==> src/design/i2cm_pkg.sv <==
// ----------------------------------------------------------------------------
// i2cm_pkg
// Shared types and constants for the I2C master byte engine.
// ----------------------------------------------------------------------------
package i2cm_pkg;

    localparam int          QUEUE_DEPTH_DEF = 4;
    localparam logic [15:0] PHASE_TICKS_RST = 16'd100;

    // Input operation codes as they arrive on the channel.
    localparam logic [2:0] OP_TICK      = 3'd0;
    localparam logic [2:0] OP_START     = 3'd1;
    localparam logic [2:0] OP_STOP      = 3'd2;
    localparam logic [2:0] OP_WRITE     = 3'd3;
    localparam logic [2:0] OP_READ_ACK  = 3'd4;
    localparam logic [2:0] OP_READ_NACK = 3'd5;

    // Completion status codes.
    localparam logic [1:0] ST_OK    = 2'd0;
    localparam logic [1:0] ST_BUSY  = 2'd1;
    localparam logic [1:0] ST_ERR   = 2'd2;
    localparam logic [1:0] ST_NOACK = 2'd3;

    typedef enum logic [2:0] {
        CMD_TICK,
        CMD_START,
        CMD_STOP,
        CMD_WRITE,
        CMD_READ_ACK,
        CMD_READ_NACK
    } t_cmd;

    typedef enum logic [4:0] {
        PH_IDLE   = 5'd0,
        PH_ST_A   = 5'd1,
        PH_ST_B   = 5'd2,
        PH_ST_C   = 5'd3,
        PH_ST_D   = 5'd4,
        PH_SP_A   = 5'd5,
        PH_SP_B   = 5'd6,
        PH_W_LOW  = 5'd7,
        PH_W_SET  = 5'd8,
        PH_W_HIGH = 5'd9,
        PH_A_LOW  = 5'd10,
        PH_A_HIGH = 5'd11,
        PH_R_LOW  = 5'd12,
        PH_R_HIGH = 5'd13,
        PH_K_LOW  = 5'd14,
        PH_K_HIGH = 5'd15
    } t_phase;

    typedef struct packed {
        logic [2:0] op;
        logic [7:0] data_byte;
        logic       sda_in;
    } t_in_item;

    typedef struct packed {
        logic       scl_level;
        logic       sda_level;
        logic       busy_res;
        logic       done_res;
        logic [1:0] status;
        logic [7:0] read_byte;
    } t_out_item;

    // Classified item held in the queue between front and back.
    typedef struct packed {
        t_cmd       cmd;
        logic [7:0] data_byte;
        logic       sda_in;
    } t_q_item;

endpackage

==> src/design/i2cm_front.sv <==
// ----------------------------------------------------------------------------
// i2cm_front
// Accepts input transfers, decodes the operation and queues the result.
// ----------------------------------------------------------------------------
module i2cm_front
    import i2cm_pkg::*;
#(
    parameter int QUEUE_DEPTH = QUEUE_DEPTH_DEF
) (
    input  logic     i_clk,
    input  logic     i_rst_n,
    input  logic     i_valid,
    output logic     o_stall,
    input  t_in_item i_item,
    output logic     o_q_valid,
    input  logic     i_q_pop,
    output t_q_item  o_q_item
);

    localparam int PTR_W = (QUEUE_DEPTH > 1) ? $clog2(QUEUE_DEPTH) : 1;
    localparam int CNT_W = $clog2(QUEUE_DEPTH + 1);

    // Operation codes six and seven behave as ticks.
    function automatic t_cmd classify(input logic [2:0] op);
        t_cmd c;
        case (op)
            OP_START:     c = CMD_START;
            OP_STOP:      c = CMD_STOP;
            OP_WRITE:     c = CMD_WRITE;
            OP_READ_ACK:  c = CMD_READ_ACK;
            OP_READ_NACK: c = CMD_READ_NACK;
            default:      c = CMD_TICK;
        endcase
        return c;
    endfunction

    function automatic logic [PTR_W-1:0] ptr_next(input logic [PTR_W-1:0] p);
        logic [PTR_W-1:0] q;
        if (p == PTR_W'(QUEUE_DEPTH - 1)) begin
            q = '0;
        end else begin
            q = p + 1'b1;
        end
        return q;
    endfunction

    t_q_item          r_mem [QUEUE_DEPTH];
    logic [PTR_W-1:0] r_wr_ptr, n_wr_ptr;
    logic [PTR_W-1:0] r_rd_ptr, n_rd_ptr;
    logic [CNT_W-1:0] r_count, n_count;
    logic             w_push;
    logic             w_pop;
    t_q_item          w_new;

    assign o_stall   = (r_count == CNT_W'(QUEUE_DEPTH));
    assign w_push    = i_valid && !o_stall;
    assign o_q_valid = (r_count != '0);
    assign w_pop     = i_q_pop && o_q_valid;
    assign o_q_item  = r_mem[r_rd_ptr];

    always_comb begin
        w_new.cmd       = classify(i_item.op);
        w_new.data_byte = i_item.data_byte;
        w_new.sda_in    = i_item.sda_in;
    end

    always_comb begin
        n_wr_ptr = w_push ? ptr_next(r_wr_ptr) : r_wr_ptr;
        n_rd_ptr = w_pop ? ptr_next(r_rd_ptr) : r_rd_ptr;
        n_count  = r_count;
        if (w_push && !w_pop) begin
            n_count = r_count + 1'b1;
        end else if (!w_push && w_pop) begin
            n_count = r_count - 1'b1;
        end
    end

    always_ff @(posedge i_clk) begin
        if (!i_rst_n) begin
            r_wr_ptr <= '0;
            r_rd_ptr <= '0;
            r_count  <= '0;
        end else begin
            r_wr_ptr <= n_wr_ptr;
            r_rd_ptr <= n_rd_ptr;
            r_count  <= n_count;
        end
    end

    always_ff @(posedge i_clk) begin
        if (w_push) begin
            r_mem[r_wr_ptr] <= w_new;
        end
    end

endmodule

==> src/design/i2cm_back.sv <==
// ----------------------------------------------------------------------------
// i2cm_back
// Bus engine: steps the phase sequencer once per queued item and registers
// one result for each.
// ----------------------------------------------------------------------------
module i2cm_back
    import i2cm_pkg::*;
(
    input  logic        i_clk,
    input  logic        i_rst_n,
    input  logic [15:0] i_phase_ticks,
    input  t_q_item     i_q_item,
    input  logic        i_q_valid,
    output logic        o_q_pop,
    output logic        o_valid,
    input  logic        i_stall,
    output t_out_item   o_out_item
);

    t_phase      r_phase, n_phase;
    logic [3:0]  r_bit_count, n_bit_count;
    logic [7:0]  r_shift, n_shift;
    logic [15:0] r_wait, n_wait;
    logic        r_scl, n_scl;
    logic        r_sda, n_sda;
    logic [1:0]  r_status, n_status;
    logic        r_nack, n_nack;
    logic [7:0]  r_rx, n_rx;
    logic        n_done;
    logic        r_out_valid;
    t_out_item   r_out;

    logic        w_step;
    logic        w_idle;
    logic        w_tick;
    logic [15:0] w_wait_inc;
    logic [15:0] w_limit;
    logic        w_end;
    logic [3:0]  w_bit_inc;
    logic        w_more_bits;

    // An item is taken when the result register is free or being emptied.
    assign w_step  = i_q_valid && (!r_out_valid || !i_stall);
    assign o_q_pop = w_step;

    assign w_idle      = (r_phase == PH_IDLE);
    assign w_tick      = (i_q_item.cmd == CMD_TICK);
    assign w_wait_inc  = r_wait + 16'd1;
    assign w_limit     = (i_phase_ticks == '0) ? 16'd1 : i_phase_ticks;
    assign w_end       = !w_idle && w_tick &&
                         ((w_wait_inc >= w_limit) || (w_wait_inc == '0));
    assign w_bit_inc   = r_bit_count + 4'd1;
    assign w_more_bits = !w_bit_inc[3];

    // Next phase.
    always_comb begin
        n_phase = r_phase;
        if (w_idle) begin
            case (i_q_item.cmd)
                CMD_START:     n_phase = PH_ST_A;
                CMD_STOP:      n_phase = PH_SP_A;
                CMD_WRITE:     n_phase = PH_W_LOW;
                CMD_READ_ACK:  n_phase = PH_R_LOW;
                CMD_READ_NACK: n_phase = PH_R_LOW;
                default:       n_phase = PH_IDLE;
            endcase
        end else if (w_end) begin
            case (r_phase)
                PH_ST_A:   n_phase = PH_ST_B;
                PH_ST_B:   n_phase = i_q_item.sda_in ? PH_ST_C : PH_IDLE;
                PH_ST_C:   n_phase = PH_ST_D;
                PH_SP_A:   n_phase = PH_SP_B;
                PH_W_LOW:  n_phase = PH_W_SET;
                PH_W_SET:  n_phase = PH_W_HIGH;
                PH_W_HIGH: n_phase = w_more_bits ? PH_W_LOW : PH_A_LOW;
                PH_A_LOW:  n_phase = PH_A_HIGH;
                PH_R_LOW:  n_phase = PH_R_HIGH;
                PH_R_HIGH: n_phase = w_more_bits ? PH_R_LOW : PH_K_LOW;
                PH_K_LOW:  n_phase = PH_K_HIGH;
                default:   n_phase = PH_IDLE;
            endcase
        end
    end

    // Drive levels, shifter, timer and status.
    always_comb begin
        n_bit_count = r_bit_count;
        n_shift     = r_shift;
        n_wait      = r_wait;
        n_scl       = r_scl;
        n_sda       = r_sda;
        n_status    = r_status;
        n_nack      = r_nack;
        n_rx        = r_rx;
        n_done      = 1'b0;
        if (w_idle) begin
            case (i_q_item.cmd)
                CMD_START: begin
                    n_sda  = 1'b1;
                    n_wait = '0;
                end
                CMD_STOP: begin
                    n_sda  = 1'b0;
                    n_wait = '0;
                end
                CMD_WRITE: begin
                    n_shift     = i_q_item.data_byte;
                    n_bit_count = '0;
                    n_scl       = 1'b0;
                    n_wait      = '0;
                end
                CMD_READ_ACK, CMD_READ_NACK: begin
                    n_shift     = '0;
                    n_bit_count = '0;
                    n_scl       = 1'b0;
                    n_sda       = 1'b1;
                    n_nack      = (i_q_item.cmd == CMD_READ_NACK);
                    n_wait      = '0;
                end
                default: begin
                end
            endcase
        end else if (w_tick && !w_end) begin
            n_wait = w_wait_inc;
        end else if (w_end) begin
            n_wait = '0;
            case (r_phase)
                PH_ST_A: n_scl = 1'b1;
                PH_ST_B: begin
                    if (!i_q_item.sda_in) begin
                        n_status = ST_BUSY;
                        n_done   = 1'b1;
                    end else begin
                        n_sda = 1'b0;
                    end
                end
                PH_ST_C: n_scl = 1'b0;
                PH_ST_D: begin
                    n_status = i_q_item.sda_in ? ST_ERR : ST_OK;
                    n_done   = 1'b1;
                end
                PH_SP_A: n_scl = 1'b1;
                PH_SP_B: begin
                    n_sda    = 1'b1;
                    n_status = ST_OK;
                    n_done   = 1'b1;
                end
                PH_W_LOW: begin
                    n_sda   = r_shift[7];
                    n_shift = {r_shift[6:0], 1'b0};
                end
                PH_W_SET: n_scl = 1'b1;
                PH_W_HIGH: begin
                    n_bit_count = w_bit_inc;
                    n_scl       = 1'b0;
                    if (!w_more_bits) begin
                        n_sda = 1'b1;
                    end
                end
                PH_A_LOW: n_scl = 1'b1;
                PH_A_HIGH: begin
                    n_scl    = 1'b0;
                    n_status = i_q_item.sda_in ? ST_NOACK : ST_OK;
                    n_done   = 1'b1;
                end
                PH_R_LOW: n_scl = 1'b1;
                PH_R_HIGH: begin
                    n_shift     = {r_shift[6:0], i_q_item.sda_in};
                    n_bit_count = w_bit_inc;
                    n_scl       = 1'b0;
                    if (!w_more_bits) begin
                        n_sda = r_nack;
                    end
                end
                PH_K_LOW: n_scl = 1'b1;
                PH_K_HIGH: begin
                    n_scl    = 1'b0;
                    n_rx     = r_shift;
                    n_status = ST_OK;
                    n_done   = 1'b1;
                end
                default: begin
                end
            endcase
        end
    end

    always_ff @(posedge i_clk) begin
        if (!i_rst_n) begin
            r_phase     <= PH_IDLE;
            r_bit_count <= '0;
            r_shift     <= '0;
            r_wait      <= '0;
            r_scl       <= 1'b1;
            r_sda       <= 1'b1;
            r_status    <= ST_OK;
            r_nack      <= 1'b0;
            r_rx        <= '0;
            r_out_valid <= 1'b0;
        end else begin
            if (w_step) begin
                r_phase     <= n_phase;
                r_bit_count <= n_bit_count;
                r_shift     <= n_shift;
                r_wait      <= n_wait;
                r_scl       <= n_scl;
                r_sda       <= n_sda;
                r_status    <= n_status;
                r_nack      <= n_nack;
                r_rx        <= n_rx;
                r_out_valid <= 1'b1;
            end else if (!i_stall) begin
                r_out_valid <= 1'b0;
            end
        end
    end

    always_ff @(posedge i_clk) begin
        if (w_step) begin
            r_out.scl_level <= n_scl;
            r_out.sda_level <= n_sda;
            r_out.busy_res  <= (n_phase != PH_IDLE);
            r_out.done_res  <= n_done;
            r_out.status    <= n_status;
            r_out.read_byte <= n_rx;
        end
    end

    assign o_valid    = r_out_valid;
    assign o_out_item = r_out;

endmodule

==> src/design/i2c_master_byte_engine.sv <==
// ----------------------------------------------------------------------------
// i2c_master_byte_engine
// I2C master that carries out one bus command at a time, timed by ticks.
// ----------------------------------------------------------------------------
// Usage: each input transfer carries an operation (tick, start, stop, write
// byte, read with ACK, read with NACK), a data byte and the sampled SDA level.
// A command is taken only while the engine is idle; ticks then step it
// through timed phases of phase_ticks ticks each. Every input transfer gives
// exactly one result transfer with the driven SCL and SDA levels, busy, a
// done pulse, the last status and the last received byte.
// An accepted input is registered in the queue, then in the result register;
// throughput is one item per cycle while the receiver does not stall. A short
// queue sits between the decoder and the bus engine, and the engine's result
// register lets a new item be taken while a result waits, as long as the
// receiver takes it. When the receiver stalls, the engine holds its result
// and the queue fills; o_stall rises only when the queue is full. Reset clears
// the queue and the engine: both lines released, idle, status ok, received
// byte zero, phase_ticks back to 100. The user must write the phase_ticks
// register via i_cfg_wr_en and i_cfg_wr_data only while idle (unenforced).
// ----------------------------------------------------------------------------
module i2c_master_byte_engine
    import i2cm_pkg::*;
#(
    parameter int QUEUE_DEPTH = QUEUE_DEPTH_DEF
) (
    input  logic        i_clk,
    input  logic        i_rst_n,
    input  logic        i_cfg_wr_en,
    input  logic [15:0] i_cfg_wr_data,
    input  logic        i_valid,
    output logic        o_stall,
    input  t_in_item    i_in_item,
    output logic        o_valid,
    input  logic        i_stall,
    output t_out_item   o_out_item
);

    // Ticks per half-bit phase; zero is treated as one by the engine.
    logic [15:0] r_phase_ticks;

    t_q_item w_q_item;
    logic    w_q_valid;
    logic    w_q_pop;

    always_ff @(posedge i_clk) begin
        if (!i_rst_n) begin
            r_phase_ticks <= PHASE_TICKS_RST;
        end else if (i_cfg_wr_en) begin
            r_phase_ticks <= i_cfg_wr_data;
        end
    end

    // The front decodes each transfer and queues it for the engine.
    i2cm_front #(
        .QUEUE_DEPTH (QUEUE_DEPTH)
    ) u_front (
        .i_clk     (i_clk),
        .i_rst_n   (i_rst_n),
        .i_valid   (i_valid),
        .o_stall   (o_stall),
        .i_item    (i_in_item),
        .o_q_valid (w_q_valid),
        .i_q_pop   (w_q_pop),
        .o_q_item  (w_q_item)
    );

    // The engine takes the queue head whenever its result register is free.
    i2cm_back u_back (
        .i_clk         (i_clk),
        .i_rst_n       (i_rst_n),
        .i_phase_ticks (r_phase_ticks),
        .i_q_item      (w_q_item),
        .i_q_valid     (w_q_valid),
        .o_q_pop       (w_q_pop),
        .o_valid       (o_valid),
        .i_stall       (i_stall),
        .o_out_item    (o_out_item)
    );

endmodule
==> config.mk <==
export PLATFORM = sky130hd
export DESIGN_NAME = i2c_master_byte_engine
export DESIGN_NICKNAME = d
export VERILOG_FILES = /design/src/design/i2cm_pkg.sv /design/src/design/i2cm_front.sv /design/src/design/i2cm_back.sv /design/src/design/i2c_master_byte_engine.sv
export SDC_FILE = /design/constraint.sdc
export NUM_CORES = 1
export LEC_CHECK = 0
export BUFFER_PORTS_ARGS = -buffer_cell sky130_fd_sc_hd__buf_2
export CORE_MARGIN = 3
export CORE_UTILIZATION = 42
export DETAILED_ROUTE_END_ITERATION = 7
export GPL_ROUTABILITY_DRIVEN = 0
export HOLD_SLACK_MARGIN = 0.15
export PLACE_DENSITY_LB_ADDON = 0.1
export RECOVER_POWER = 25
export SLEW_MARGIN = 0
export SYNTH_ARGS = -nofsm -noshare
export SYNTH_HDL_FRONTEND = slang
export SYNTH_SLANG_ARGS = --single-unit
==> constraint.sdc <==
create_clock -name i_clk -period 6.1 [get_ports i_clk]
set_input_delay 0.915 -clock i_clk [delete_from_list [all_inputs] [get_ports i_clk]]
set_output_delay 0.915 -clock i_clk [all_outputs]
set_load 0.05 [all_outputs]
==> results of run 1 <==
-- flip-flops by register name, summed over array words and instances (netlist names), named ones only --
| signal | flops |
|---|---|
| u_front.r_mem | 48 |
| r_phase_ticks | 16 |
| u_back.r_wait | 16 |
| u_back.o_out_item | 14 |
| u_back.r_rx | 8 |
| u_back.r_shift | 8 |
| u_back.r_phase | 5 |
| u_back.r_bit_count | 4 |
| u_front.r_count | 3 |
| u_back.r_status | 2 |
| u_front.r_rd_ptr | 2 |
| u_front.r_wr_ptr | 2 |
| u_back.o_valid | 1 |
| u_back.r_nack | 1 |
| u_back.r_scl | 1 |
| u_back.r_sda | 1 |
-- kinds of logic (layout without fill, tap and decap cells) --
logic type                 Yosys count  after routing  synth area share [%]
buffers and inverters               77            116                 4.566
adders and majority gates           27             27                 4.903
muxes                               51             51                 9.558
DFF                                134            134                 46.90
xor gates and xnor gates            20             20                 2.487
AOI/OAI and AO/OA                  135            135                 12.95
and+or+nand+nor                    266            266                 18.64
-- power breakdown --
part           internal [mW]  total, mW  switching, mW  leakage [nW]
Clock                  0.605       1.00          0.395         0.274
Combinational          0.364       1.16          0.793          1.53
Sequential              1.10       1.23          0.132          1.17
Total                   2.07       3.39           1.32          2.97
-- through the flow --
step	worst slack (ns)	hold slack, ns	cells	instance area, sq um	total power, mW
floorplan	2.423	0.4313	710	7043	2.105
global placement	1.618	0.4404	933	7382	2.389
detailed placement	1.519	0.4456	933	7382	2.408
CTS	1.508	0.4573	965	7961	3.417
global route	1.018	0.4693	965	7944	3.586
finish	1.491	0.4550	965	7944	3.390
-- cell usage after synthesis, drive strengths merged, types with 11 or more instances --
library cell | instances | area share, %
edfxtp | 62 | 26
buf | 14 | 1.2
nand2 | 69 | 3.7
a21oi | 32 | 2.3
nand4 | 11 | 0.98
nor3 | 26 | 1.9
mux2i | 29 | 4.1
clkbuf | 31 | 1.7
ha | 26 | 4.6
nor2 | 55 | 2.9
inv | 30 | 1.6
nor2b | 11 | 0.98
dfxtp | 72 | 20
xnor2 | 11 | 1.4
nand3 | 39 | 2.8
or3 | 16 | 1.4
o21ai | 43 | 3.1
mux4 | 12 | 3.8
-- layer usage --
layer	global-route usage (%)	part of all wire [%]	vias up
met2	27.05	44	147
met3	2.897	4.8	14
met4	5.823	1.1	0
li1	-	-	2665
met5	0	0	-
met1	27.36	50	2629
-- final cells by class --
cell class	instances	share of cell area [%]
multi-input combinational	499	43.03
sequential	134	41.58
timing repair buffer	52	3.182
inverter	32	1.512
clock inverter	14	1.890
tap	216	3.402
clock buffer	18	5.402
-- worst register-to-register path, delay by kind of cell, from the launching register on --
family,cells,cell delay [ns]
simple gates,5,1.85
mux,1,0.25
xor+xnor,1,0.11
compound gates,4,1.31
fa+ha+maj,2,0.57
flops,1,0.45
-- final timing paths --
check | startpoint | to | depth (start not counted)
setup / recovery | u_back.r_wait[0] | u_back.r_rx[0] | 13
hold / removal | u_back.r_rx[3] | u_back.r_rx[3] | 2
setup reg to reg | u_back.r_wait[0] | u_back.r_rx[0] | 13
hold reg to reg | u_back.r_rx[3] | u_back.r_rx[3] | 2
==> metrics, run 1 <==
multi-input combinational cell area 0.003418 sq mm; diodes inserted 0; CTS tree yes; vias in the first global route 5188; Cells after Synth 710; most frequent CP cell ha_1; TritonRoute pass-1 iters 6; final net count 796; pin count of the biggest net entering global routing 48; Critical Path AT 4.94 ns; final WL 16.21 mm; Avg Cell Area, Syn 9.920 sq um; EDFF count, synth 62; power per cell area 426.8 mW/mm^2; Netlist Area Pre-Place 0.007043 sq mm; Final Util 49.12%; Area Growth Syn to Fin 12.79%; DRC Markers 0; number of I/O port buffers 48; core area 0.01617 sq mm; CP Launch Type flip-flop; Synthesized Nets 770; delay-heaviest family, CP simple AND/OR/NAND/NOR gates; row count 46; Leakage Power 2.974 nW; first-pass GRT wire length 26.62 mm; Final Max Slew Viols 48; Seq/Total Area, Yosys 46.90%; Inserted Clock Buffers 17; via count 5455; crit-path max cell delay 0.79 ns; Die Width 135.5 microns; antenna-violating nets left 0; CTS sink count 134; Clock Skews 0.005597 ns; Clock Path Buffers 2; post-DP HPWL 10.94 mm; Max IR drop VDD 0.0003024 V; share of post-route cells with drive strength above 1 13.89%; Via density 5.653; Hold Crit Class flip-flop to flip-flop; Starting Density 43.55%; Hold Fails Final Rpt 0; status complete, but fails checks; crit path cell chain ha_1 > nand3_1 > or3_1 > nor2_1 > xor2_1 > ha_1 > o2111ai_1 > nor4_1 > o31ai_1 > o211ai_1 > a22o_1 > and3_1 > mux2i_1; Worst Path Max Fanout 21; final setup vio count 0; CP Capture Type flip-flop; top_reg_cell synth dfxtp_1; cts hold-fix bufs 0; Slew headroom -52.25%; clk root buf clkbuf_16; Die Y 135.5 microns; Post-synth ARST share 0%; RSZ-0062 raised after global routing false; Tmin final 4.609 ns; TNS Setup 0 ns; initial DRC count 480; Wirelength per Cell 16.80 microns; worst slew pin tran 2.284 ns; Yosys cell types 71; worst skew pair latency 0.41 ns; most frequent cells in the layout dfxtp_1, nand2_1, edfxtp_1; initial antenna violation count 0; Fmax achieved 217.0 MHz; postcts setup bufs 0; Ports 49; flip-flop and latch area 0.003303 sq mm; clock-pin slew on the worst setup and hold paths 0.06 ns; Total Routing Usage GR 18.25%; H-tree levels 4; Die Area 0.01836 sq mm; maxcap violations 1; FF+latch count, synth 134; post_cts resized 0; Req. time, crit path 6.43 ns; slack of the worst reg-to-reg path 1.49 ns; fillcell total 1509; failing checks max-capacitance violations, max-slew violations; slowest CP cell a22o_1; grt ovf 0; YS warnings 0; CP bufs+invs 0; worst setup path class flip-flop to flip-flop; most common cell after layout, fill and taps aside dfxtp_1; period utilisation layout 75.55%
Note: power is estimated with default switching activity, not from simulation.
==> run 2, diff against run 1 <==
Clock period 6.1 ns to 3.7 ns, I/O delays scaled along.
==> metrics, run 2 (same netlist as run 1, synthesis figures left out) <==
worst r2r src u_back.r_wait[1] (was u_back.r_wait[0]); Max IR drop VDD 0.0005229 V (was 0.0003024 V); Wirelength per Cell 16.81 microns (was 16.80 microns); vias in the first global route 5381 (was 5188); row count 46 (unchanged); via count 5603 (was 5455); clock-pin slew on the worst setup and hold paths 0.06 ns (about the same); Total Routing Usage GR 19.03% (was 18.25%); final setup vio count 0 (unchanged); most frequent CP cell buf_4 (was ha_1); CP Capture Type flip-flop (unchanged); diodes inserted 0 (unchanged); first-pass GRT wire length 27.59 mm (was 26.62 mm); Worst Path Max Fanout 6 (was 21); Area Growth Syn to Fin 19.38% (was 12.79%); maxcap violations 0 (was 1); Die Y 135.5 microns (unchanged); Final Max Slew Viols 0 (was 48); register with the most flip-flops u_front.r_mem (unchanged); pin count of the biggest net entering global routing 47 (was 48); RSZ-0062 raised after global routing true (was false); number of I/O port buffers 48 (unchanged); period utilisation layout 97.48% (was 75.55%); Clock Path Buffers 2 (unchanged); crit-path max cell delay 0.36 ns (was 0.79 ns); clk root buf clkbuf_16 (unchanged); slowest CP cell dfxtp_2 (was a22o_1); worst slew pin tran 1.144 ns (was 2.284 ns); gr busiest metal met2 (was met1); Starting Density 43.55% (unchanged); CP Launch Type flip-flop (unchanged); Inserted Clock Buffers 17 (unchanged); TNS Setup 0 ns (unchanged); final hold slack 0.3580 ns (was 0.4550 ns); post-DP HPWL 11.83 mm (was 10.94 mm); Leakage Power 3.277 nW (was 2.974 nW); initial antenna violation count 0 (unchanged); grt ovf 0 (unchanged); power per cell area 696.9 mW/mm^2 (was 426.8 mW/mm^2); met3 GRT Util 3.715% (was 2.897%); Die Area 0.01836 sq mm (unchanged); Fmax achieved 277.3 MHz (was 217.0 MHz); Hold Startpoint i_cfg_wr_data[2] (was u_back.r_rx[3]); met2 Resource Use GR 28.60% (was 27.05%); worst skew pair latency 0.42 ns (was 0.41 ns); Hold Crit Class input pin to flip-flop (was flip-flop to flip-flop); DRC Markers 0 (unchanged); Clock Skews 0.007158 ns (was 0.005597 ns); final net count 840 (was 796); initial DRC count 410 (was 480); status completed (was complete, but fails checks); Die Width 135.5 microns (unchanged); worst setup path class flip-flop to flip-flop (unchanged); non-filler cells, final 1008 (was 965); core area 0.01617 sq mm (unchanged); H-tree levels 4 (unchanged); CTS tree yes (unchanged); most frequent cells in the layout dfxtp_1, nand2_1, edfxtp_1 (unchanged); met1 usage 27.77% (was 27.36%); Worst setup startpoint u_back.r_wait[1] (was u_back.r_wait[0]); Via density 5.559 (was 5.653); Slew headroom 23.19% (was -52.25%); antenna-violating nets left 0 (unchanged); fillcell total 1482 (was 1509); Hold Fails Final Rpt 0 (unchanged); biggest regs u_front.r_mem (48), r_phase_ticks (16), u_back.r_wait (16) (unchanged); crit path cell chain nand4_1 > buf_4 > nor3_1 > xor2_1 > ha_1 > and4_1 > a2111oi_1 > buf_4 > o211ai_1 > a22o_2 > buf_4 > nand2_1 > mux2_2 (was ha_1 > nand3_1 > or3_1 > nor2_1 > xor2_1 > ha_1 > o2111ai_1 > nor4_1 > o31ai_1 > o211ai_1 > a22o_1 > and3_1 > mux2i_1); Critical Path AT 3.77 ns (was 4.94 ns); share of post-route cells with drive strength above 1 20.96% (was 13.89%); Total Power 5.859 mW (was 3.390 mW); Ports 49 (unchanged); most common cell after layout, fill and taps aside dfxtp_1 (unchanged); Tmin final 3.607 ns (was 4.609 ns); placed cell count 975 (was 933); Req. time, crit path 3.87 ns (was 6.43 ns); number of flip-flops in the largest register 48 (unchanged); TritonRoute pass-1 iters 6 (unchanged); final WL 16.95 mm (was 16.21 mm); CTS sink count 134 (unchanged)
[run 2: final timing paths]
kind	endpoint	slack [ns]	cells past startpoint
setup / recovery	u_back.o_out_item[9]	0.09	13
hold reg to reg	u_back.r_rx[2]	0.46	2
hold / removal	r_phase_ticks[2]	0.36	3
setup reg to reg	u_back.o_out_item[9]	0.09	13
[run 2: routing by layer]
metal,share of wire [%],up-vias
met5,0,-
met4,1.6,0
met3,5.1,25
met2,44,154
met1,49,2678
li1,-,2746
[run 2: worst max-delay path: cells and delay by family (launching register included)]
family	cells	cell delay (ns)
buf+inv	3	0.53
compound gates	3	0.80
mux	1	0.33
xor+xnor	1	0.30
flops	1	0.36
simple gates	4	0.71
fa+ha+maj	1	0.31
[run 2: where the power goes]
group	switching, mW	total, mW	internal (mW)
clock	0.656	1.78	1.13
combinational	1.37	2.08	0.708
sequential	0.175	1.99	1.82
[run 2: final cells by class]
| cell class | count | area [sq um] | share of cell area (%) |
|---|---|---|---|
| Clock buffer | 17 | 425.4 | 5.060 |
| Clock inverter | 14 | 198.9 | 2.366 |
| Sequential cell | 134 | 3306 | 39.32 |
| Tap cell | 216 | 270.3 | 3.214 |
| Timing Repair Buffer | 96 | 611.8 | 7.277 |
| Multi-Input combinational cell | 499 | 3476 | 41.34 |
| Inverter | 32 | 120.1 | 1.429 |
[run 2: through the flow]
| step | util [%] | setup slack (ns) | area (sq um) |
|---|---|---|---|
| floorplan | - | 0.02347 | 7043 |
| global placement | 47.75 | -0.01576 | 7722 |
| detailed placement | 47.75 | -0.03096 | 7722 |
| CTS | 51.62 | 0.004457 | 8349 |
| global route | 51.99 | -0.04977 | 8408 |
| finish | 51.99 | 0.09328 | 8408 |
[run 2: repair_timing]
action,4_1_cts,5_1_grt
gates cloned,0,0
hold endpoints to repair,0,0
pin swaps,1,7
endpoints found under the setup margin,23,41
resized for setup,2,13
hold buffers,0,0
buffers inserted,0,2
==> run 3, diff against run 2 <==
Settings changed: REMOVE_ABC_BUFFERS set to 1, SETUP_SLACK_MARGIN set to 0.2.
==> metrics, run 3 (same netlist as run 1, synthesis figures left out) <==
status completed (unchanged); RSZ-0062 raised after global routing true (unchanged); number of flip-flops in the largest register 48 (unchanged); Slew headroom 14.14% (was 23.19%); diodes inserted 0 (unchanged); register with the most flip-flops u_front.r_mem (unchanged); delay-heaviest family, CP compound AO/OA/AOI/OAI gates (unchanged); row count 46 (unchanged); first-pass GRT wire length 27.90 mm (was 27.59 mm); Via density 5.598 (was 5.559); Final Util 54.22% (was 51.99%); worst skew pair latency 0.42 ns (about the same); CTS sink count 134 (unchanged); non-filler cells, final 1026 (was 1008); most common cell after layout, fill and taps aside nand2_1 (was dfxtp_1); period utilisation layout 95.65% (was 97.48%); Hold Crit Class input pin to flip-flop (unchanged); Area Growth Syn to Fin 24.50% (was 19.38%); Fmax achieved 282.6 MHz (was 277.3 MHz); H-tree levels 4 (unchanged); DRC Markers 0 (unchanged); worst setup path class flip-flop to flip-flop (unchanged); pin count of the biggest net entering global routing 47 (unchanged); flip-flop and latch area 0.003319 sq mm (was 0.003306 sq mm); Inserted Clock Buffers 17 (unchanged); crit-path max cell delay 0.45 ns (was 0.36 ns); slowest CP cell or3_4 (was dfxtp_2); Max IR drop VDD 0.0004297 V (was 0.0005229 V); Total Power 5.783 mW (was 5.859 mW); clk root buf clkbuf_16 (unchanged); maxcap violations 0 (unchanged); Ports 49 (unchanged); CP Launch Type flip-flop (unchanged); worst slew pin tran 1.283 ns (was 1.144 ns); initial DRC count 439 (was 410); Die Area 0.01836 sq mm (unchanged); Die Width 135.5 microns (unchanged); final setup vio count 0 (unchanged); initial antenna violation count 0 (unchanged); antenna-violating nets left 0 (unchanged); TNS Setup 0 ns (unchanged); Starting Density 43.55% (unchanged); Total Routing Usage GR 19.09% (was 19.03%); cts hold-fix bufs 0 (unchanged); post-DP HPWL 11.76 mm (was 11.83 mm); Tmin final 3.539 ns (was 3.607 ns); most frequent cells in the layout nand2_1, dfxtp_1, edfxtp_1 (was dfxtp_1, nand2_1, edfxtp_1); Leakage Power 3.415 nW (was 3.277 nW); most frequent CP cell ha_4 (was buf_4); clock-pin slew on the worst setup and hold paths 0.06 ns (about the same); power per cell area 659.5 mW/mm^2 (was 696.9 mW/mm^2); via count 5744 (was 5603); Die Y 135.5 microns (unchanged); crit path cell chain ha_4 > nand3_4 > or3_4 > xnor2_4 > ha_4 > a21oi_2 > a21boi_2 > a2111oi_2 > buf_4 > o211ai_1 > a22o_1 > buf_6 > buf_12 > nand2_4 > mux2_4 (was nand4_1 > buf_4 > nor3_1 > xor2_1 > ha_1 > and4_1 > a2111oi_1 > buf_4 > o211ai_1 > a22o_2 > buf_4 > nand2_1 > mux2_2); Hold Fails Final Rpt 0 (unchanged); CTS tree yes (unchanged); Final Max Slew Viols 0 (unchanged); share of post-route cells with drive strength above 1 25.93% (was 20.96%); multi-input combinational cell area 0.003681 sq mm (was 0.003476 sq mm); Wirelength per Cell 17.45 microns (was 16.81 microns); CP bufs+invs 3 (unchanged); Clock Path Buffers 2 (unchanged); Worst Path Max Fanout 6 (unchanged); Req. time, crit path 3.87 ns (about the same); number of I/O port buffers 48 (unchanged); final net count 857 (was 840); TritonRoute pass-1 iters 5 (was 6); core area 0.01617 sq mm (unchanged); placed cell count 965 (was 975); Critical Path AT 3.70 ns (was 3.77 ns); Clock Skews 0.01068 ns (was 0.007158 ns); CP Capture Type flip-flop (unchanged); final WL 17.91 mm (was 16.95 mm); grt ovf 0 (unchanged); biggest regs u_front.r_mem (48), r_phase_ticks (16), u_back.r_wait (16) (unchanged); vias in the first global route 5465 (was 5381); fillcell total 1416 (was 1482)
[run 3: layer usage]
metal  wire, microns  vias to the layer above  global-route usage [%]
li1                -                     2790                       -
met1            8370                     2786                   26.85
met2            8393                      156                   29.84
met3            1020                       12                   4.903
met4             124                        0                   4.255
met5               0                        -                       0
[run 3: per-stage QoR]
stage / instance area, sq um / hold slack (ns) / setup slack, ns
after floorplan: 6842 / 0.4313 / -0.01971
final: 8768 / 0.3607 / 0.1609
after detailed placement: 7635 / 0.4432 / -0.1550
after CTS: 8319 / 0.3294 / 0.1970
after global placement: 7635 / 0.4411 / -0.03408
after global routing: 8768 / 0.3641 / 0.05239
[run 3: timing repair]
item	4_1_cts	5_1_grt
gates resized for setup	18	47
hold endpoints to repair	0	0
gates cloned	0	2
buffers inserted	3	24
pin swaps	4	22
setup endpoints to repair	57	51
[run 3: worst paths after layout]
kind	slack, ns	depth (start not counted)	from	endpoint
min reg2reg	0.46	2	u_back.r_rx[0]	u_back.r_rx[0]
max reg2reg	0.16	15	u_back.r_wait[1]	u_back.o_out_item[9]
max	0.16	15	u_back.r_wait[1]	u_back.o_out_item[9]
min	0.36	3	i_cfg_wr_data[5]	r_phase_ticks[5]
[run 3: report_power, final]
part	switching [mW]	internal, mW	total [mW]
registers	0.161	1.81	1.98
clock network	0.694	1.01	1.70
logic	1.42	0.684	2.10
[run 3: area by class of cell]
class                      count  share of cell area (%)
clock buffer                  17                   4.852
tap                          216                   3.082
multi-input combinational    499                   41.98
inverter                      32                   1.370
clock inverter                15                   1.884
timing repair buffer         113                   8.975
sequential                   134                   37.86
[run 3: worst register-to-register path: stages (launching register included)]
cell and delay [ns]:
dfxtp_4 0.38, ha_4 0.15, nand3_4 0.09, or3_4 0.45
xnor2_4 0.19, ha_4 0.23, a21oi_2 0.13, a21boi_2 0.07
a2111oi_2 0.36, buf_4 0.18, o211ai_1 0.13, a22o_1 0.31
buf_6 0.15, buf_12 0.13, nand2_4 0.05, mux2_4 0.29
